`src/rtl/drqp_pkg.sv`:
```
// Types and constants of the disk request queue picker.
package drqp_pkg;

	localparam int QUEUE_DEPTH = 16;
	localparam int IDX_W = (QUEUE_DEPTH > 1) ? $clog2(QUEUE_DEPTH) : 1;
	localparam int CNT_W = $clog2(QUEUE_DEPTH + 1);
	localparam int OCC_W = 5;

	localparam logic CMD_PUSH = 1'b0;
	localparam logic CMD_POP  = 1'b1;

	localparam logic [1:0] KIND_READ       = 2'd0;
	localparam logic [1:0] KIND_WRITE      = 2'd1;
	localparam logic [1:0] KIND_SYNC       = 2'd2;
	localparam logic [1:0] KIND_SYNC_WRITE = 2'd3;

	typedef struct packed {
		logic        cmd;
		logic [1:0]  req_kind;
		logic [31:0] sector_num;
		logic [15:0] requester_id;
		logic [15:0] buffer_handle;
	} item_t;

	typedef struct packed {
		logic             accepted;
		logic             queue_full;
		logic [1:0]       out_kind;
		logic [31:0]      out_sector;
		logic [15:0]      out_requester;
		logic [15:0]      out_handle;
		logic [OCC_W-1:0] occupancy;
	} result_t;

	typedef struct packed {
		logic [1:0]  kind;
		logic [31:0] sector;
		logic [15:0] requester;
		logic [15:0] handle;
	} entry_t;

	localparam int ENTRY_W = $bits(entry_t);

endpackage

```
`src/rtl/drqp_ram.sv`:
```
// Generic simple dual-port RAM with one write port and one registered read port.
module drqp_ram #(
	parameter int WIDTH = 8,
	parameter int DEPTH = 16
) (
	input  logic                                         clk,
	input  logic                                         we,
	input  logic [((DEPTH > 1) ? $clog2(DEPTH) : 1)-1:0] waddr,
	input  logic [WIDTH-1:0]                             wdata,
	input  logic [((DEPTH > 1) ? $clog2(DEPTH) : 1)-1:0] raddr,
	output logic [WIDTH-1:0]                             rdata
);

	logic [WIDTH-1:0] mem_q [DEPTH];

	always_ff @(posedge clk) begin
		if (we) begin
			mem_q[waddr] <= wdata;
		end
		rdata <= mem_q[raddr];
	end

endmodule

```
`src/rtl/disk_request_queue_picker.sv`:
```
// Disk request queue picker: a request queue in RAM with a sync, read-after-write pick policy.
//
// A transaction is accepted when start is high and busy is low; its result shows on result for
// exactly one cycle with done high, and the receiver cannot stall it. A push, and a pop on an
// empty queue, are answered in the cycle after acceptance. A pop on a queue of n entries walks
// the single-port-read entry RAM: one pass over all entries looking for the newest sync entry,
// the newest read and the oldest entry, a second pass comparing sectors against the newest
// read when that read decides the pick, then a compaction that moves every newer entry down
// one slot. A pop thus keeps busy high while these passes run through the one read port of
// the entry RAM and the single sector comparator, and its result shows in the first cycle
// with busy low again.
module disk_request_queue_picker
	import drqp_pkg::*;
(
	input  logic    clk,
	input  logic    arst_n,
	input  logic    start,
	input  item_t   item,
	output logic    busy,
	output logic    done,
	output result_t result
);

	typedef enum logic [3:0] {
		ST_IDLE  = 4'b0001,
		ST_SCAN1 = 4'b0010,
		ST_SCAN2 = 4'b0100,
		ST_SHIFT = 4'b1000
	} state_t;

	state_t             state_q;
	logic [CNT_W-1:0]   count_q;
	logic [CNT_W-1:0]   cnt_q;
	logic [IDX_W-1:0]   rd_q;
	logic               pend_q;
	logic [IDX_W-1:0]   pend_idx_q;
	logic               sync_hit_q;
	logic               read_hit_q;
	logic               wr_hit_q;
	logic [IDX_W-1:0]   sync_slot_q;
	logic [IDX_W-1:0]   read_slot_q;
	logic [IDX_W-1:0]   wr_slot_q;
	entry_t             sync_ent_q;
	entry_t             read_ent_q;
	entry_t             wr_ent_q;
	entry_t             old_ent_q;
	entry_t             pick_ent_q;
	result_t            result_q;
	logic               done_q;

	logic               ram_we;
	logic [IDX_W-1:0]   ram_waddr;
	logic [ENTRY_W-1:0] ram_wdata;
	logic [IDX_W-1:0]   ram_raddr;
	logic [ENTRY_W-1:0] ram_rdata;
	entry_t             rent;
	entry_t             push_ent;
	logic               scan_end;
	logic [IDX_W-1:0]   pick_slot_d;
	entry_t             pick_ent_d;
	logic               is_sync;
	logic               is_read;
	logic               is_wr_match;
	logic               full;

	drqp_ram #(
		.WIDTH (ENTRY_W),
		.DEPTH (QUEUE_DEPTH)
	) u_ram (
		.clk   (clk),
		.we    (ram_we),
		.waddr (ram_waddr),
		.wdata (ram_wdata),
		.raddr (ram_raddr),
		.rdata (ram_rdata)
	);

	assign rent     = entry_t'(ram_rdata);
	assign full     = (count_q == CNT_W'(QUEUE_DEPTH));
	assign scan_end = (cnt_q == '0) && !pend_q;

	assign push_ent.kind      = item.req_kind;
	assign push_ent.sector    = item.sector_num;
	assign push_ent.requester = item.requester_id;
	assign push_ent.handle    = item.buffer_handle;

	// The single sector comparator serves the second pass only.
	assign is_sync     = (rent.kind == KIND_SYNC) || (rent.kind == KIND_SYNC_WRITE);
	assign is_read     = (rent.kind == KIND_READ);
	assign is_wr_match = (rent.kind == KIND_WRITE) && (rent.sector == read_ent_q.sector);

	always_comb begin
		if (state_q == ST_SHIFT) begin
			ram_raddr = rd_q;
		end else begin
			ram_raddr = IDX_W'(cnt_q - CNT_W'(1));
		end
	end

	always_comb begin
		ram_we    = 1'b0;
		ram_waddr = IDX_W'(count_q);
		ram_wdata = push_ent;
		if (state_q == ST_IDLE) begin
			ram_we = start && (item.cmd == CMD_PUSH) && !full;
		end else if (state_q == ST_SHIFT) begin
			ram_we    = pend_q;
			ram_waddr = pend_idx_q - IDX_W'(1);
			ram_wdata = ram_rdata;
		end
	end

	always_comb begin
		if (state_q == ST_SCAN1) begin
			if (sync_hit_q) begin
				pick_slot_d = sync_slot_q;
				pick_ent_d  = sync_ent_q;
			end else begin
				pick_slot_d = '0;
				pick_ent_d  = old_ent_q;
			end
		end else if (wr_hit_q) begin
			pick_slot_d = wr_slot_q;
			pick_ent_d  = wr_ent_q;
		end else begin
			pick_slot_d = read_slot_q;
			pick_ent_d  = read_ent_q;
		end
	end

	always_ff @(posedge clk or negedge arst_n) begin
		if (!arst_n) begin
			state_q     <= ST_IDLE;
			count_q     <= '0;
			cnt_q       <= '0;
			rd_q        <= '0;
			pend_q      <= 1'b0;
			pend_idx_q  <= '0;
			sync_hit_q  <= 1'b0;
			read_hit_q  <= 1'b0;
			wr_hit_q    <= 1'b0;
			sync_slot_q <= '0;
			read_slot_q <= '0;
			wr_slot_q   <= '0;
			result_q    <= '0;
			done_q      <= 1'b0;
		end else begin
			done_q <= 1'b0;
			if (state_q != ST_IDLE) begin
				pend_q     <= (cnt_q != '0);
				pend_idx_q <= ram_raddr;
				if (cnt_q != '0) begin
					cnt_q <= cnt_q - CNT_W'(1);
				end
			end
			unique case (state_q)
				ST_IDLE: begin
					if (start) begin
						if (item.cmd == CMD_PUSH) begin
							result_q <= '0;
							done_q   <= 1'b1;
							if (full) begin
								result_q.queue_full <= 1'b1;
								result_q.occupancy  <= OCC_W'(count_q);
							end else begin
								result_q.accepted  <= 1'b1;
								result_q.occupancy <= OCC_W'(CNT_W'(count_q + CNT_W'(1)));
								count_q            <= count_q + CNT_W'(1);
							end
						end else if (count_q == '0) begin
							result_q <= '0;
							done_q   <= 1'b1;
						end else begin
							state_q    <= ST_SCAN1;
							cnt_q      <= count_q;
							pend_q     <= 1'b0;
							sync_hit_q <= 1'b0;
							read_hit_q <= 1'b0;
							wr_hit_q   <= 1'b0;
						end
					end
				end
				ST_SCAN1: begin
					if (pend_q) begin
						if (is_sync && !sync_hit_q) begin
							sync_hit_q  <= 1'b1;
							sync_slot_q <= pend_idx_q;
						end
						if (is_read && !read_hit_q) begin
							read_hit_q  <= 1'b1;
							read_slot_q <= pend_idx_q;
						end
					end
					if (scan_end) begin
						if (sync_hit_q || !read_hit_q) begin
							state_q <= ST_SHIFT;
							rd_q    <= pick_slot_d + IDX_W'(1);
							cnt_q   <= count_q - CNT_W'(1) - CNT_W'(pick_slot_d);
						end else begin
							state_q <= ST_SCAN2;
							cnt_q   <= count_q;
						end
					end
				end
				ST_SCAN2: begin
					if (pend_q && is_wr_match && !wr_hit_q) begin
						wr_hit_q  <= 1'b1;
						wr_slot_q <= pend_idx_q;
					end
					if (scan_end) begin
						state_q <= ST_SHIFT;
						rd_q    <= pick_slot_d + IDX_W'(1);
						cnt_q   <= count_q - CNT_W'(1) - CNT_W'(pick_slot_d);
					end
				end
				ST_SHIFT: begin
					if (cnt_q != '0) begin
						rd_q <= rd_q + IDX_W'(1);
					end
					if (scan_end) begin
						state_q                <= ST_IDLE;
						count_q                <= count_q - CNT_W'(1);
						done_q                 <= 1'b1;
						result_q.accepted      <= 1'b1;
						result_q.queue_full    <= 1'b0;
						result_q.out_kind      <= pick_ent_q.kind;
						result_q.out_sector    <= pick_ent_q.sector;
						result_q.out_requester <= pick_ent_q.requester;
						result_q.out_handle    <= pick_ent_q.handle;
						result_q.occupancy     <= OCC_W'(CNT_W'(count_q - CNT_W'(1)));
					end
				end
				default: begin
					state_q <= ST_IDLE;
				end
			endcase
		end
	end

	// Entry captures taken while the scan passes stream the RAM.
	always_ff @(posedge clk) begin
		if (pend_q && (state_q == ST_SCAN1)) begin
			if (is_sync && !sync_hit_q) begin
				sync_ent_q <= rent;
			end
			if (is_read && !read_hit_q) begin
				read_ent_q <= rent;
			end
			if (pend_idx_q == '0) begin
				old_ent_q <= rent;
			end
		end
		if (pend_q && (state_q == ST_SCAN2) && is_wr_match && !wr_hit_q) begin
			wr_ent_q <= rent;
		end
		if (scan_end && ((state_q == ST_SCAN1) || (state_q == ST_SCAN2))) begin
			pick_ent_q <= pick_ent_d;
		end
	end

	assign busy   = (state_q != ST_IDLE);
	assign done   = done_q;
	assign result = result_q;

endmodule

```
`config.mk`:
```
export PLATFORM = sky130hd
export DESIGN_NAME = disk_request_queue_picker
export DESIGN_NICKNAME = d
export VERILOG_FILES = /design/src/rtl/drqp_pkg.sv /design/src/rtl/drqp_ram.sv /design/src/rtl/disk_request_queue_picker.sv
export SDC_FILE = /design/constraint.sdc
export NUM_CORES = 2
export LEC_CHECK = 0
export BUFFER_PORTS_ARGS = -buffer_cell sky130_fd_sc_hd__buf_2
export CORE_MARGIN = 2
export CORE_UTILIZATION = 55
export CTS_BUF_LIST = sky130_fd_sc_hd__clkbuf_8
export CTS_CLUSTER_SIZE = 30
export DETAILED_ROUTE_END_ITERATION = 10
export GPL_TIMING_DRIVEN = 0
export MAX_ROUTING_LAYER = met4
export PLACE_DENSITY = 0.72
export SLEW_MARGIN = 20
export SYNTH_ARGS = -nofsm -noshare
export SYNTH_HDL_FRONTEND = slang
export SYNTH_HIERARCHICAL = 1
export SYNTH_SLANG_ARGS = --single-unit
```
`constraint.sdc`:
```
create_clock -name clk -period 15 [get_ports clk]
set_clock_uncertainty 0.05 [all_clocks]
set_input_delay 1.5 -clock clk [delete_from_list [all_inputs] [get_ports clk]]
set_output_delay 1.5 -clock clk [all_outputs]
set_load 0.1 [all_outputs]
```
== After elaboration in Yosys (flattened, before gate mapping) ==
Memories as Yosys holds them, arrays and structs flattened. A register that Yosys moved wholly into a read port is not among the register bits.
Index checks and enable logic that the tools add are counted.
Operators by class
  eq/ne operators: 24
  add/subtract/negate cells: 7
  reductions and logical operators: 43
  muxes and demuxes: 70
  bitwise gates (word level): 1
Operators by type and width (number)
  $mux 66: 5
  $mux 73: 4
  $pmux 73 s2: 1
  $mux 4: 17
  $mux 5: 12
  $eq 32x32->1: 1
  $mux 1: 23
  $ne 2x2->1 const B: 10
  $reduce_and 6->1: 3
  $pmux 4 s4: 1
  $pmux 5 s3: 1
  $logic_and 1x1->1: 13
  $pmux 4 s3: 1
  $logic_not 5->1: 2
  $pmux 5 s2: 1
  $reduce_and 5->1: 2
  $sub 5x1->5 const B: 2
  $add 4x1->4 const B: 2
  $pmux 1 s2: 4
  $reduce_and 2->1: 4
  $reduce_and 4->1: 2
  $ne 2x1->1 const B: 3
  $reduce_and 3->1: 2
  $reduce_bool 2->1: 3
  other kinds (19): 26
Word-level totals
  register bits: 442
  RAM bits: 1056
  logic and storage cells: 186
  memories: 1
Memory list
  u_ram.mem_q: words 16, bits a word 66, read ports 1, clocked after memory_dff 1, write ports 1, RTL line drqp_ram.sv:14  | logic [WIDTH-1:0] mem_q [DEPTH];

== Depth between registers and ports, before layout ==
  depth after elaboration: 7
  gate-level depth with buffers: 11

== Cells and area by module ==
The synthesis kept the hierarchy.
Modules (own cells, without submodules)
  drqp_ram: cells an instance 1698, instances 1, sequential area each 33031.7 um^2, area each 40800.4 um^2
  disk_request_queue_picker: cells an instance 1365, instances 1, sequential area each 12713.4 um^2, area each 18317.6 um^2

== Least setup slack after synthesis ==
Ideal clock, no wire load.
  path type: flip-flop to flip-flop
  start point: register state_q[2]
  end point: register old_ent_q[0] (netlist name), enable pin
  cell stages (with the launch flop): 4
  setup slack: 6.514 ns
  data required time: 14.274 ns
  arrival: 7.760 ns
  library setup time: 0.676 ns
  buffers on the path: 0
  cell sequence: dfrtp_1 nor4b_4 nand2_1 nor4b_1
Between the ends
  longest elaborated chain between the ends: 3
Ends and longest elaborated chain
  start, declared: RTL line disk_request_queue_picker.sv:31  | state_t state_q;
  start signal, assigned: RTL line disk_request_queue_picker.sv:133  | state_q <= ST_IDLE;
  start signal, assigned: RTL line disk_request_queue_picker.sv:174  | state_q <= ST_SCAN1;
  start signal, assigned: RTL line disk_request_queue_picker.sv:196  | state_q <= ST_SHIFT;
  $eq 4x2->1: RTL line disk_request_queue_picker.sv:242  | if (pend_q && (state_q == ST_SCAN1)) begin
  $logic_and 1x1->1: RTL line disk_request_queue_picker.sv:242
  $reduce_and 2->1 (no source line)
  end signal, assigned: RTL line disk_request_queue_picker.sv:250  | old_ent_q <= rent;
  end, declared: RTL line disk_request_queue_picker.sv:46  | entry_t old_ent_q;
Every way passes these cells.
A chain may end at the register's enable or synchronous reset.

== Worst setup path in the final report ==
  start point: register state_q[1]
  end point: memory u_ram/mem_q[15][43] (netlist name), enable pin
RTL lines
  $eq 4x4->1: RTL line disk_request_queue_picker.sv:106  | end else if (state_q == ST_SHIFT) begin
  $mux 4: RTL line disk_request_queue_picker.sv:106
  $mux 4 *: RTL line disk_request_queue_picker.sv:104  | if (state_q == ST_IDLE) begin
  named net ram_waddr[1]: RTL line disk_request_queue_picker.sv:52  | logic [IDX_W-1:0] ram_waddr;
  end, declared: RTL line drqp_ram.sv:14
Mark *: on every way through the listed nets, which the timed path passes. The rest lies on a longest branch.

==> run summary <==
Setup violations remaining at the end of the flow were counted as 0. The tools report the first-pass GRT wire length as 208000 um. Counting every net in the synthesized netlist gives 3144.

The die is 332 um tall. Dividing the detail-routed wire length by the instance count gives 27.6 um. The master cell of the clock root buffer is sky130_fd_sc_hd__clkbuf_8. The worst setup path is captured at a flip-flop. In this run, post-CTS repair resized a total of 0 instances.

In this run the power density over the cells is 181 nW/um^2. After synthesis, the largest family of logic cells by area is multiplexers. The analysis attributes to net switching a power of 4080 uW. At the pin with the least slew margin, the transition time is 1.06 ns. Summed over all nets, the half-perimeter wirelength after detailed placement is 95800 um. The number of enable flip-flop cells after synthesis is 1386.

The tools report the setup TNS as 0 ns. The run gives 0.298 as the combinational share of power. TritonCTS built the clock tree. The logs give 0.257 for the clock network fraction of design power and 7101 for the number of inserted filler cells in the final layout. The run gives 9.85 ns as the worst setup timing slack at the placement stage.

The latest clock arrival within the worst-skew pair is 0.89 ns, and the share of flip-flops with an asynchronous set or reset after synthesis is 0.0716. In the routed design, unresolved DRC markers number 0. Die area: 110000 um^2. Worst hold path stage count: 1. Setup repair after global routing left no endpoint under its margin. The number of distinct library cell variants in the gate-level netlist after synthesis was 62; the stage delay of the slowest cell on the critical path was 0.97 ns.

The routed length on met2 was 69700 um. The multi-input combinational cells in the finished layout cover a total of 12600 um^2. The critical-path maximum fanout is 15. The tools report the aggregate global-route resource usage as 0.267. For the portion of the post-synthesis area used by sequential elements, the log shows 0.774. The mux contribution to synthesized area works out to 0.114. The share of total power consumed by net switching was 0.332; the total internal power was 8210 uW.

The hold violation count in the final report was 0. The category of cells accounting for the largest share of critical-path delay is simple AND/OR/NAND/NOR gates. The critical path runs through a total of 11 cells.

The standard-cell row count was 120; the cell count after synthesis was 3063. Fraction of the mapped netlist area in adder cells: 0.00246. The routed layout has 31.6k vias.

The leakage power came out at 0.0238 uW. Post-CTS timing repair inserted 0 buffers for setup. For the worst setup path, the data arrival time is 5.85 ns. The total overflow left after global routing is 0. The ratio of final minimum period to clock period came out at 0.355. The initial antenna violation count was 3; the number of hold-repair buffers added at the cts stage was 0. The synthesized area per cell came out at 19.3 um^2. DRC violation total after the first TritonRoute iteration: 3998. Signal routing reaches up to met4. The min-delay analysis places its worst path in the category flip-flop to flip-flop.

The run gives 0.120 mV as the peak ir drop on the vdd network. The setup check on the worst reg-to-reg path leaves a slack of 9.68 ns. The run gives 107000 um^2 as the placeable core area.

The clock-pin slew on the worst setup and hold paths is 0.06 ns. The xor and xnor area share after synthesis works out to 0.00711. The cell at the slowest stage of the critical path is sky130_fd_sc_hd__o21ai_0.

For the total wire length, the log shows 142000 um. The number of max-capacitance violations reported came out at 0. 145 I/O pins were placed. The clock period could shrink to 5.32 ns.

The register bit count reported by yosys is 1564, and the area used by sequential logic in the layout is 45700 um^2. The part of the total power dissipated in sequential elements came out at 0.445. STA puts the critical path data required time at 15.53 ns. From synthesis to final layout, the design area changed by 14.9%. The number of buffers inserted by port buffering came out at 144. The initial core utilization came out at 0.553.

The run gives 6 as the total of warnings raised by yosys. CTS built an H-tree with a depth of 4. Counting cells, the worst reg-to-reg path comes to 11. The fraction of final layout cells with drive strength greater than 1 works out to 0.247. The simple-gate share of the synthesized area is 0.0383. The cell taking the most area after synthesis is sky130_fd_sc_hd__edfxtp_1. The highest clock rate was 0.188 GHz; the mean number of vias per cell was 6.12.

STA classifies the critical path startpoint as a flip-flop. The critical path in this run is classified as flip-flop to flip-flop. Among all flip-flop cells after synthesis, the most frequent one is sky130_fd_sc_hd__edfxtp_1. In the final design database the tool counted 3643 nets. The logs give 0.297 for the worst slew margin relative to its limit and 3 for the buffer levels on the longest clock path. TritonCTS created 229 clock buffers. For this block, wires on met1 add up to 55200 um.

For the count of pins over their slew limit, the log shows 0. The tools report the routability-driven placement congestion ratio as 0.891. Counting instances in the post-synthesis netlist gives the leading cell types as 1386 x sky130_fd_sc_hd__edfxtp_1, 328 x sky130_fd_sc_hd__nand2_1, 264 x sky130_fd_sc_hd__mux4_2, 135 x sky130_fd_sc_hd__a22oi_1, 111 x sky130_fd_sc_hd__dfrtp_1. The number of iterations in the first detailed-routing pass is 6, and the share of the synthesized area in compound gates (AO/OA/AOI/OAI) is 0.0490. The number of global-route vias before repair was 32.4k; the final antenna-violating net count was 1.

After layout, the worst setup slack is 9.68 ns. Entering global routing, the biggest net connects 80 pins. The fraction of post-synthesis cell area in the top cell type by area was 0.704; the horizontal die dimension was 332 um.

The flow ran to the end, but the final reports show violations. The tools report the clock sink total as 1564. In the post-synthesis netlist, the biggest area contributors are sky130_fd_sc_hd__edfxtp_1 70%, sky130_fd_sc_hd__mux4_2 10%, sky130_fd_sc_hd__dfrtp_1 4.7%. Traced cell by cell, the critical path runs through buf_6 -> or4b_4 -> buf_6 -> clkbuf_1 -> clkbuf_1 -> o21ai_0 -> nand2_1 -> nor2_4 -> buf_16 -> buf_12 -> buf_16. The checks that failed: antenna rules.

The library cell with the highest instance count after synthesis was sky130_fd_sc_hd__edfxtp_1. The routed wire length on met3 was 13600 um. Summing every instance area after synthesis gives 59100 um^2. Number of buffer and inverter instances along the worst setup path: 7.
[area by class of cell]
type                       count  area share
clock buffer                 247      0.0500
inverter                      16    0.000921
tap                         1403      0.0258
sequential                  1564       0.673
buffer                       174      0.0121
clock inverter               178      0.0129
antenna                        6    0.000221
multi-input combinational   1309       0.186
timing repair buffer         268      0.0387
[metal layers]
metal,up-vias,track usage
li1,13367,-
met1,16284,0.354
met2,1686,0.420
met3,267,0.0564
met4,0,0.0833
met5,-,-
[flip-flops by register name, summed over array words and instances (netlist names), 4 cells and up]
signal,cells
u_ram/rdata,66
wr_ent_q,66
cnt_q,5
read_slot_q,4
pick_ent_q,66
result,73
read_ent_q,66
rd_q,4
pend_idx_q,4
count_q,5
sync_ent_q,66
u_ram/mem_q,1056
wr_slot_q,4
old_ent_q,66
sync_slot_q,4
state_q,4
[kinds of logic (layout without fill, tap and decap cells)]
group / Yosys count / after routing
AOI/OAI and AO/OA: 407 / 407
DFF: 1564 / 1564
buffers and inverters: 190 / 883
muxes: 345 / 345
other: 0 / 6
and+or+nand+nor: 498 / 498
xor gates and xnor gates: 48 / 48
adders and majority gates: 11 / 11
[power by group through the flow]
stage / clock (uW) / combinational (uW) / sequential (uW)
2_1_floorplan: 0 / 2430 / 5430
3_3_place_gp: 0 / 3480 / 5550
3_5_place_dp: 0 / 3640 / 5540
4_1_cts: 3210 / 3650 / 5450
5_1_grt: 3390 / 3860 / 5490
6_report: 3160 / 3660 / 5470
[cells in the final DEF (no fill, tap or decap), drive strengths merged, types with 9 or more instances in the layout]
master,n
edfxtp,1386
buf,356
clkbuf,333
nand2,328
mux4,264
a22oi,135
dfrtp,111
clkinv,94
inv,90
a21oi,79
mux2i,72
nor2b,70
a22o,68
a211oi,67
dfxtp,66
nor2,41
xor2,40
o21ai,22
nor3,12
ha,10
nor4,9
mux2,9
[final timing paths]
kind / to / from
max in group asynchronous: result[28]$_DFFE_PN0P_ / arst_n
worst min register to register: result[55]$_DFFE_PN0P_ / pick_ent_q[50]$_DFFE_PP_
min in group asynchronous: result[59]$_DFFE_PN0P_ / arst_n
worst max register to register: u_ram/mem_q[15][43]$_DFFE_PP_ / state_q[1]$_DFFE_PN0P_
worst max-delay path: u_ram/mem_q[15][43]$_DFFE_PP_ / state_q[1]$_DFFE_PN0P_
worst min-delay path: result[55]$_DFFE_PN0P_ / pick_ent_q[50]$_DFFE_PP_
[stage by stage]
step / cell area, um^2 / power (uW) / util / hold slack, ns / std cells
finish: 67900 / 12300 / 0.636 / 0.418 / 5165
global route: 67900 / 12700 / 0.635 / 0.430 / 5160
detailed placement: 63600 / 9180 / 0.595 / 0.408 / 4734
global placement: 61600 / 9030 / 0.576 / 0.405 / 4610
CTS: 67900 / 12300 / 0.635 / 0.401 / 5159
floorplan: 59100 / 7860 / - / 0.388 / 3063
No activity file was read; power rests on OpenSTA's default activity.
